`src/hw/rtl/apl_pkg.sv`:
```
`default_nettype none
// ----------------------------------------------------------------------------
// Positional array list package
// Shared widths, command and status codes, and the record layout.
// ----------------------------------------------------------------------------
package apl_pkg;

  localparam int unsigned CAPACITY_DEF = 64;

  localparam int unsigned POS_W    = 7;
  localparam int unsigned KEY_W    = 32;
  localparam int unsigned NAME_W   = 64;
  localparam int unsigned NAME_C_W = 32;
  localparam int unsigned STATUS_W = 3;
  localparam int unsigned FOUND_W  = 6;
  localparam int unsigned COUNT_W  = 7;

  typedef enum logic [1:0] {
    CMD_INSERT = 2'd0,
    CMD_DELETE = 2'd1,
    CMD_SEARCH = 2'd2,
    CMD_CLEAR  = 2'd3
  } cmd_e;

  typedef enum logic [STATUS_W-1:0] {
    ST_OK        = 3'd0,
    ST_FULL      = 3'd1,
    ST_EMPTY     = 3'd2,
    ST_NOT_FOUND = 3'd3,
    ST_BAD_INDEX = 3'd4
  } status_e;

  typedef struct packed {
    logic [KEY_W-1:0]    key;
    logic [NAME_W-1:0]   name_a;
    logic [NAME_W-1:0]   name_b;
    logic [NAME_C_W-1:0] name_c;
  } record_t;

  typedef struct packed {
    logic wr_en;
    logic rd_en;
  } store_ctl_t;

endpackage
`default_nettype wire

```
`src/hw/rtl/apl_seq.sv`:
```
`default_nettype none
// ----------------------------------------------------------------------------
// Command sequencer
// Checks each command, walks the store one entry per cycle to shift or
// search, and holds the result in an output register.
// ----------------------------------------------------------------------------
module apl_seq
  import apl_pkg::*;
#(
  parameter int unsigned CAPACITY = CAPACITY_DEF,
  parameter int unsigned IDX_W    = 6,
  parameter int unsigned CNT_W    = 7
) (
  input  wire                    clk_i,
  input  wire                    rst_ni,
  input  wire                    in_valid_i,
  output logic                   in_stall_o,
  input  wire [1:0]              cmd_i,
  input  wire [POS_W-1:0]        position_i,
  input  wire signed [KEY_W-1:0] key_i,
  input  wire [NAME_W-1:0]       name_part_a_i,
  input  wire [NAME_W-1:0]       name_part_b_i,
  input  wire [NAME_C_W-1:0]     name_part_c_i,
  output logic                   out_valid_o,
  input  wire                    out_stall_i,
  output logic [STATUS_W-1:0]    status_o,
  output logic [FOUND_W-1:0]     found_index_o,
  output logic [COUNT_W-1:0]     entry_count_o,
  output logic                   is_empty_o,
  output logic                   is_full_o,
  output store_ctl_t             st_ctl_o,
  output logic [IDX_W-1:0]       st_waddr_o,
  output record_t                st_wdata_o,
  output logic [IDX_W-1:0]       st_raddr_o,
  input  record_t                st_rdata_i
);

  localparam int unsigned CMP_W = (CNT_W > POS_W) ? CNT_W : POS_W;

  typedef enum logic [3:0] {
    S_IDLE = 4'b0001,
    S_RUN  = 4'b0010,
    S_LAST = 4'b0100,
    S_FIN  = 4'b1000
  } state_e;

  state_e               state_q, state_d;
  cmd_e                 cmd_q, cmd_d;
  logic [CNT_W-1:0]     pos_q, pos_d;
  record_t              rec_q, rec_d;
  logic [CNT_W-1:0]     cnt_q, cnt_d;
  logic [IDX_W-1:0]     ptr_q, ptr_d;
  logic                 pend_q, pend_d;
  logic [IDX_W-1:0]     pend_idx_q, pend_idx_d;
  status_e              status_q, status_d;
  logic [IDX_W-1:0]     found_q, found_d;
  logic                 out_valid_q, out_valid_d;
  logic [STATUS_W-1:0]  out_status_q, out_status_d;
  logic [FOUND_W-1:0]   out_found_q, out_found_d;
  logic [COUNT_W-1:0]   out_count_q, out_count_d;
  logic                 out_empty_q, out_empty_d;
  logic                 out_full_q, out_full_d;

  cmd_e                 cmd_in;
  logic [CMP_W-1:0]     pos_ext;
  logic [CMP_W-1:0]     cnt_ext;
  logic [CNT_W-1:0]     pos_in;
  logic [CNT_W-1:0]     cnt_last;
  logic                 list_full;
  logic                 list_empty;
  logic                 hit;
  logic                 last_rd;
  logic [IDX_W-1:0]     mv_addr;

  assign cmd_in     = cmd_e'(cmd_i);
  assign pos_ext    = CMP_W'(position_i);
  assign cnt_ext    = CMP_W'(cnt_q);
  assign pos_in     = CNT_W'(position_i);
  assign cnt_last   = cnt_q - CNT_W'(1);
  assign list_full  = (cnt_q == CNT_W'(CAPACITY));
  assign list_empty = (cnt_q == '0);
  assign hit        = pend_q && (st_rdata_i.key == rec_q.key);
  assign last_rd    = (cmd_q == CMD_INSERT) ? (CNT_W'(ptr_q) == pos_q)
                                            : (CNT_W'(ptr_q) == cnt_last);
  assign mv_addr    = (cmd_q == CMD_INSERT) ? (pend_idx_q + IDX_W'(1))
                                            : (pend_idx_q - IDX_W'(1));

  always_comb begin
    state_d      = state_q;
    cmd_d        = cmd_q;
    pos_d        = pos_q;
    rec_d        = rec_q;
    cnt_d        = cnt_q;
    ptr_d        = ptr_q;
    pend_d       = pend_q;
    pend_idx_d   = pend_idx_q;
    status_d     = status_q;
    found_d      = found_q;
    out_valid_d  = out_valid_q && out_stall_i;
    out_status_d = out_status_q;
    out_found_d  = out_found_q;
    out_count_d  = out_count_q;
    out_empty_d  = out_empty_q;
    out_full_d   = out_full_q;
    st_ctl_o     = '0;
    st_waddr_o   = mv_addr;
    st_wdata_o   = st_rdata_i;
    st_raddr_o   = ptr_q;

    // A shifted entry read in the previous cycle is written one place over.
    if (pend_q && (cmd_q != CMD_SEARCH) && (state_q != S_IDLE)) begin
      st_ctl_o.wr_en = 1'b1;
    end

    unique case (state_q)
      S_IDLE: begin
        if (in_valid_i) begin
          cmd_d    = cmd_in;
          pos_d    = pos_in;
          rec_d    = '{key: key_i, name_a: name_part_a_i,
                       name_b: name_part_b_i, name_c: name_part_c_i};
          status_d = ST_OK;
          found_d  = '0;
          pend_d   = 1'b0;
          state_d  = S_FIN;
          unique case (cmd_in)
            CMD_INSERT: begin
              if (list_full) begin
                status_d = ST_FULL;
              end else if (pos_ext > cnt_ext) begin
                status_d = ST_BAD_INDEX;
              end else if (pos_ext == cnt_ext) begin
                state_d = S_LAST;
              end else begin
                ptr_d   = IDX_W'(cnt_last);
                state_d = S_RUN;
              end
            end
            CMD_DELETE: begin
              if (list_empty) begin
                status_d = ST_EMPTY;
              end else if (pos_ext >= cnt_ext) begin
                status_d = ST_BAD_INDEX;
              end else if (pos_ext == cnt_ext - CMP_W'(1)) begin
                state_d = S_LAST;
              end else begin
                ptr_d   = IDX_W'(pos_in + CNT_W'(1));
                state_d = S_RUN;
              end
            end
            CMD_SEARCH: begin
              if (list_empty) begin
                status_d = ST_NOT_FOUND;
              end else begin
                ptr_d   = '0;
                state_d = S_RUN;
              end
            end
            CMD_CLEAR: begin
              cnt_d = '0;
            end
            default: begin
              state_d = S_FIN;
            end
          endcase
        end
      end
      S_RUN: begin
        if ((cmd_q == CMD_SEARCH) && hit) begin
          status_d = ST_OK;
          found_d  = pend_idx_q;
          pend_d   = 1'b0;
          state_d  = S_FIN;
        end else begin
          st_ctl_o.rd_en = 1'b1;
          pend_d         = 1'b1;
          pend_idx_d     = ptr_q;
          ptr_d          = (cmd_q == CMD_INSERT) ? (ptr_q - IDX_W'(1))
                                                 : (ptr_q + IDX_W'(1));
          if (last_rd) begin
            state_d = S_LAST;
          end
        end
      end
      S_LAST: begin
        pend_d = 1'b0;
        if (pend_q) begin
          if (cmd_q == CMD_SEARCH) begin
            status_d = hit ? ST_OK : ST_NOT_FOUND;
            found_d  = hit ? pend_idx_q : '0;
            state_d  = S_FIN;
          end
        end else if (cmd_q == CMD_INSERT) begin
          st_ctl_o.wr_en = 1'b1;
          st_waddr_o     = IDX_W'(pos_q);
          st_wdata_o     = rec_q;
          cnt_d          = cnt_q + CNT_W'(1);
          state_d        = S_FIN;
        end else begin
          cnt_d   = cnt_last;
          state_d = S_FIN;
        end
      end
      S_FIN: begin
        if (!out_valid_q || !out_stall_i) begin
          out_valid_d  = 1'b1;
          out_status_d = status_q;
          out_found_d  = FOUND_W'(found_q);
          out_count_d  = COUNT_W'(cnt_q);
          out_empty_d  = list_empty;
          out_full_d   = list_full;
          state_d      = S_IDLE;
        end
      end
      default: begin
        state_d = S_IDLE;
      end
    endcase
  end

  always_ff @(posedge clk_i or negedge rst_ni) begin
    if (!rst_ni) begin
      state_q     <= S_IDLE;
      cnt_q       <= '0;
      pend_q      <= 1'b0;
      out_valid_q <= 1'b0;
    end else begin
      state_q     <= state_d;
      cnt_q       <= cnt_d;
      pend_q      <= pend_d;
      out_valid_q <= out_valid_d;
    end
  end

  always_ff @(posedge clk_i) begin
    cmd_q        <= cmd_d;
    pos_q        <= pos_d;
    rec_q        <= rec_d;
    ptr_q        <= ptr_d;
    pend_idx_q   <= pend_idx_d;
    status_q     <= status_d;
    found_q      <= found_d;
    out_status_q <= out_status_d;
    out_found_q  <= out_found_d;
    out_count_q  <= out_count_d;
    out_empty_q  <= out_empty_d;
    out_full_q   <= out_full_d;
  end

  assign in_stall_o    = (state_q != S_IDLE);
  assign out_valid_o   = out_valid_q;
  assign status_o      = out_status_q;
  assign found_index_o = out_found_q;
  assign entry_count_o = out_count_q;
  assign is_empty_o    = out_empty_q;
  assign is_full_o     = out_full_q;

endmodule
`default_nettype wire

```
`config.mk`:
```
export PLATFORM = sky130hd
export DESIGN_NAME = apl_seq
export DESIGN_NICKNAME = d
export VERILOG_FILES = /design/src/hw/rtl/apl_pkg.sv /design/src/hw/rtl/apl_seq.sv
export SDC_FILE = /design/constraint.sdc
export NUM_CORES = 1
export LEC_CHECK = 0
export ABC_AREA = 0
export BUFFER_PORTS_ARGS = -buffer_cell sky130_fd_sc_hd__buf_4
export CORE_AREA = 2 2 246 248
export DETAILED_ROUTE_END_ITERATION = 16
export DIE_AREA = 0 0 248 250
export PLACE_DENSITY = 0.43
export SYNTH_ARGS = -nofsm -noshare
export SYNTH_HDL_FRONTEND = slang
export SYNTH_SLANG_ARGS = --single-unit
```
`constraint.sdc`:
```
create_clock -name clk_i -period 7.5 [get_ports clk_i]
set_clock_uncertainty 0.05 [all_clocks]
set_input_delay 0.75 -clock clk_i [delete_from_list [all_inputs] [get_ports clk_i]]
set_output_delay 0.75 -clock clk_i [all_outputs]
set_load 0.02 [all_outputs]
```
==> impl_results.rst <==
.. list-table::
   :header-rows: 1

   * - Metric
     - Value
   * - Result of the run
     - finished, final reports clean
   * - Final Setup Violations
     - 0
   * - Via-to-Cell Ratio
     - approximately 4.1
   * - Worst-case clock buffer depth
     - 3
   * - Standard-cell rows
     - 90
   * - CP Max Fanout
     - 65
   * - DR vias
     - about 11000
   * - Largest net degree at the start of global routing
     - ~120
   * - Sort of element at the start of the critical path
     - flop
   * - Max-slew violation count
     - 0
   * - Post-cts gate resize count
     - 0
   * - Number of distinct library cells after synthesis
     - 61
   * - Largest family of logic cells by synthesized area
     - simple AND/OR/NAND/NOR gates
   * - Library cell with the largest summed area after synthesis
     - sky130_fd_sc_hd__edfxtp_1
   * - Worst Setup SP
     - state_q[1]$_DFFE_PN0P_
   * - Final critical delay including setup and external delays
     - about 4.5 ns
   * - Clk pin slew, worst setup/hold paths
     - approximately 0.060 ns
   * - Max_cap viols
     - 0
   * - Crit Reg-Reg Endpoint
     - status_q[0]$_DFFE_PP_
   * - # clock sinks
     - around 250
   * - Placer congestion estimate
     - 0.892
   * - Number of antenna violations at the first check in global routing
     - 3
   * - Starting density of the core
     - 20.4%
   * - Area fraction in and, or, nand and nor cells after synthesis
     - a little under a quarter
   * - HPWL after detailed placement
     - between 30 and 40 mm
   * - Syn. warnings
     - 0
   * - Smallest setup slack after layout
     - slightly below 3 ns
   * - Path depth of the worst reg2reg path
     - 8
   * - Transition time at the pin with the least slew margin
     - 1.07 ns
   * - Count of antenna-violating nets left after detailed routing
     - 0
   * - Data required time at the worst endpoint
     - ~6.7 ns
   * - Post-route fraction of the period consumed by the critical path
     - 60.6%
   * - Power density relative to cell area
     - between 200 and 300 nW/um2
   * - Global-route wire length before repair
     - a little under 70 mm
   * - Skew-Pair Late Insertion Delay
     - between 0.5 and 0.6 ns
   * - Clock network fraction of total power
     - between 20 and 30%
   * - Cell chosen for the clock root
     - sky130_fd_sc_hd__clkbuf_16
   * - Die Y
     - approximately 250 um
   * - Syn avg cell area
     - roughly 10 um2
   * - Setup Total Neg Slack
     - 0 ns
   * - Number of cells in the finished layout apart from fillers
     - between 2000 and 3000
   * - Worst setup path endpoint
     - st_wdata_o[26]
   * - Cells after Synth
     - 1210
   * - Top flip-flop cell by instance count after synthesis
     - sky130_fd_sc_hd__edfxtp_1
   * - Worst hold slack
     - 0.344 ns
   * - First drt pass iteration count
     - 5
   * - DIE AREA
     - a little over 60000 um2
   * - Combinational group share of total power
     - 29.2%
   * - Number of CTS-inserted buffers
     - 34
   * - Final routed wire length divided by cell count
     - 18.3 um
   * - Area of the core
     - between 50000 and 60000 um2
   * - Portion of the post-synthesis area used by sequential elements
     - roughly 62%
   * - Compound-gate portion of the synthesized area
     - around 4.7%
   * - Post-synthesis share of cell area spent on xor and xnor gates
     - ~4.3%
   * - Number of flops mapped to enable cells by yosys
     - between 200 and 250
   * - Design internal power
     - approximately 3600 uW
   * - Highest clock rate
     - 0.220 GHz
   * - Detailed Route Iter0 Violations
     - approximately 510
   * - Share of post-route cells with drive strength above 1
     - between 30 and 40%
   * - Clock H-tree levels
     - 2
   * - Path class of the lowest-slack min-delay path
     - in2reg
   * - Die Span X
     - 248 um
   * - Data arrival, critical path
     - 3.74 ns
   * - Post-synthesis instance area
     - about 12000 um2
   * - Share of Yosys cell area claimed by the top area cell type
     - 59.4%
   * - Post-synthesis net count
     - 1631
   * - Proportion of total power due to net switching
     - around a third
   * - Area growth from synthesis to layout
     - 54.0%
   * - Remaining global-route overflow
     - 0
   * - Clock tree from TritonCTS
     - yes
   * - Nature of the critical path endpoint
     - output port
   * - Reg-to-reg startpoint
     - rec_q[186]$_DFFE_PP_
   * - Setup repair after global routing missed its margin
     - false
   * - Leakage power
     - about 0.0085 uW
   * - Total Wirelength
     - between 40 and 50 mm
   * - Reg2Reg Setup Slack
     - 4.02 ns
   * - Seq pwr share
     - 41.8%
   * - Max VDD drop
     - between 0.1 and 0.15 mV
   * - Count of port buffers added during placement
     - approximately 620
   * - Crit path kind
     - reg2out
   * - Number of failing hold endpoints at the final stage
     - 0
   * - Placed instance count
     - about 2600
   * - Mux cell area share after synthesis
     - less than 1%
   * - Share of synthesized registers carrying an async set or reset
     - slightly above 5%
   * - Overall Global Routing Usage
     - between 10% and 20%
   * - Net switching power figure
     - ~1700 uW
   * - # DRC
     - 0
   * - Post-layout net count
     - 2243
   * - Count of boundary I/O pins
     - slightly above 600
   * - Flip-flop and latch count after synthesis
     - ~250
   * - Ranking of synthesized cells by area
     - sky130_fd_sc_hd__edfxtp_1 59%, sky130_fd_sc_hd__nand2_1 19%, sky130_fd_sc_hd__xnor2_1 3.7%
   * - Synth Area in Adders
     - 2.60%
   * - Number of global-route vias before repair
     - roughly 11000
   * - Headroom to the max-slew limit
     - 28.8%
   * - Worst-case setup slack after placement
     - around 3.4 ns
[synth_stat cells (3+ instances only)]
cell type,number
sky130_fd_sc_hd__and3_1,4
sky130_fd_sc_hd__nand4_1,11
sky130_fd_sc_hd__xnor2_1,51
sky130_fd_sc_hd__o21ai_0,30
sky130_fd_sc_hd__nand2_1,610
sky130_fd_sc_hd__a211oi_1,3
sky130_fd_sc_hd__nand3_1,9
sky130_fd_sc_hd__clkbuf_1,16
sky130_fd_sc_hd__a21o_1,3
sky130_fd_sc_hd__inv_1,26
sky130_fd_sc_hd__a31oi_1,4
sky130_fd_sc_hd__nor4b_1,3
sky130_fd_sc_hd__a21oi_1,21
sky130_fd_sc_hd__dfrtp_1,12
sky130_fd_sc_hd__buf_2,35
sky130_fd_sc_hd__nor3_1,7
sky130_fd_sc_hd__edfxtp_1,240
sky130_fd_sc_hd__nor2_1,25
sky130_fd_sc_hd__ha_1,22
sky130_fd_sc_hd__and2_1,7
sky130_fd_sc_hd__xor2_1,6
sky130_fd_sc_hd__o22ai_1,4
sky130_fd_sc_hd__nor4_1,6
sky130_fd_sc_hd__nor2b_1,3
[power by group through the flow]
| stage | Combinational [uW] | Sequential, uW | Clock (uW) |
|---|---|---|---|
| after floorplan | 911 | 2250 | 0 |
| after detailed placement | 1560 | 2240 | 0 |
| final | 1550 | 2220 | 1540 |
| after CTS | 1570 | 2220 | 1620 |
| after global routing | 1700 | 2250 | 1660 |
| after global placement | 1550 | 2240 | 0 |
[cells by family after synthesis]
kind of cell | after synthesis
xor gates and xnor gates | 58
DFF | 253
buffers and inverters | 83
muxes | 2
AOI/OAI and AO/OA | 91
adders and majority gates | 24
and+or+nand+nor | 699
[how the worst min path moves through the flow]
stage	from	end	cells after the start
final	name_part_c_i[5]	rec_q[5]$_DFFE_PP_	1
after global routing	name_part_c_i[9]	rec_q[9]$_DFFE_PP_	1
after floorplan	found_q[0]$_DFFE_PP_	found_index_o[0]$_DFFE_PP_	0
after detailed placement	status_q[1]$_DFFE_PP_	status_o[1]$_DFFE_PP_	0
after global placement	status_q[1]$_DFFE_PP_	status_o[1]$_DFFE_PP_	0
after CTS	name_part_c_i[4]	rec_q[4]$_DFFE_PP_	1
[metrics by stage]
| step | utilization [%] | area, um2 | total power, uW |
|---|---|---|---|
| 3_5_place_dp | 29.6 | 17600 | 3800 |
| 2_1_floorplan | - | 12100 | 3160 |
| 5_1_grt | 31.4 | 18700 | 5620 |
| 4_1_cts | 31.4 | 18700 | 5400 |
| 6_report | 31.4 | 18700 | 5310 |
| 3_3_place_gp | 29.6 | 17600 | 3790 |
[sequential cells by signal (all words and copies together), names as in the netlist]
| register | cells |
|---|---|
| rec_q | 192 |
| cnt_ext | 7 |
| entry_count_o | 7 |
| pos_q | 7 |
| found_index_o | 6 |
| found_q | 6 |
| pend_idx_q | 6 |
| st_raddr_o | 6 |
| state_q | 4 |
| status_o | 3 |
| status_q | 3 |
| cmd_q | 2 |
| is_empty_o | 1 |
| is_full_o | 1 |
| out_valid_o | 1 |
| pend_q | 1 |
[area by class of cell]
cell class / instances / area [um2]
fillers: 6310 / 40900
flip-flops and latches: 253 / 7530
repair buffers: 632 / 4780
multi-input cells: 874 / 4250
well taps: 782 / 978
clock buffers: 49 / 948
inverters: 27 / 101
clock inverters: 12 / 87.6
diodes: 2 / 5.00
[repair_timing]
item | in CTS | in global routing
hold endpoints to repair | 7 | 0
hold buffers | 1 | 0
buffers inserted | 0 | 0
[routing by layer]
metal / wire length (um) / GRT usage (%)
met2: 23800 / 26.2
met5: 13 / 0
met3: 4360 / 4.38
met4: 1110 / 4.57
met1: 18900 / 17.4
[placed cells by master, fill, tap and decap left out, types with 7 or more instances in the layout]
cell	count
sky130_fd_sc_hd__buf_4	628
sky130_fd_sc_hd__nor3_1	7
sky130_fd_sc_hd__clkbuf_16	35
sky130_fd_sc_hd__ha_1	22
sky130_fd_sc_hd__inv_1	26
sky130_fd_sc_hd__dfrtp_1	12
sky130_fd_sc_hd__edfxtp_1	240
sky130_fd_sc_hd__nor2_1	24
sky130_fd_sc_hd__clkbuf_1	12
sky130_fd_sc_hd__nand3_1	9
sky130_fd_sc_hd__o21ai_0	30
sky130_fd_sc_hd__a21oi_1	20
sky130_fd_sc_hd__xnor2_1	51
sky130_fd_sc_hd__nand2_1	609
sky130_fd_sc_hd__nand4_1	11
[worst max-delay path, stage by stage, from the launching register on]
cell                       delay (ns)
sky130_fd_sc_hd__dfrtp_1         0.41
sky130_fd_sc_hd__nor4b_1         0.57
sky130_fd_sc_hd__nand2b_1        0.41
sky130_fd_sc_hd__nor2_4          0.67
sky130_fd_sc_hd__buf_4           0.66
sky130_fd_sc_hd__nand2_1         0.20
sky130_fd_sc_hd__nand2_1         0.10
sky130_fd_sc_hd__buf_4           0.14
No activity file was read; power rests on OpenSTA's default activity.
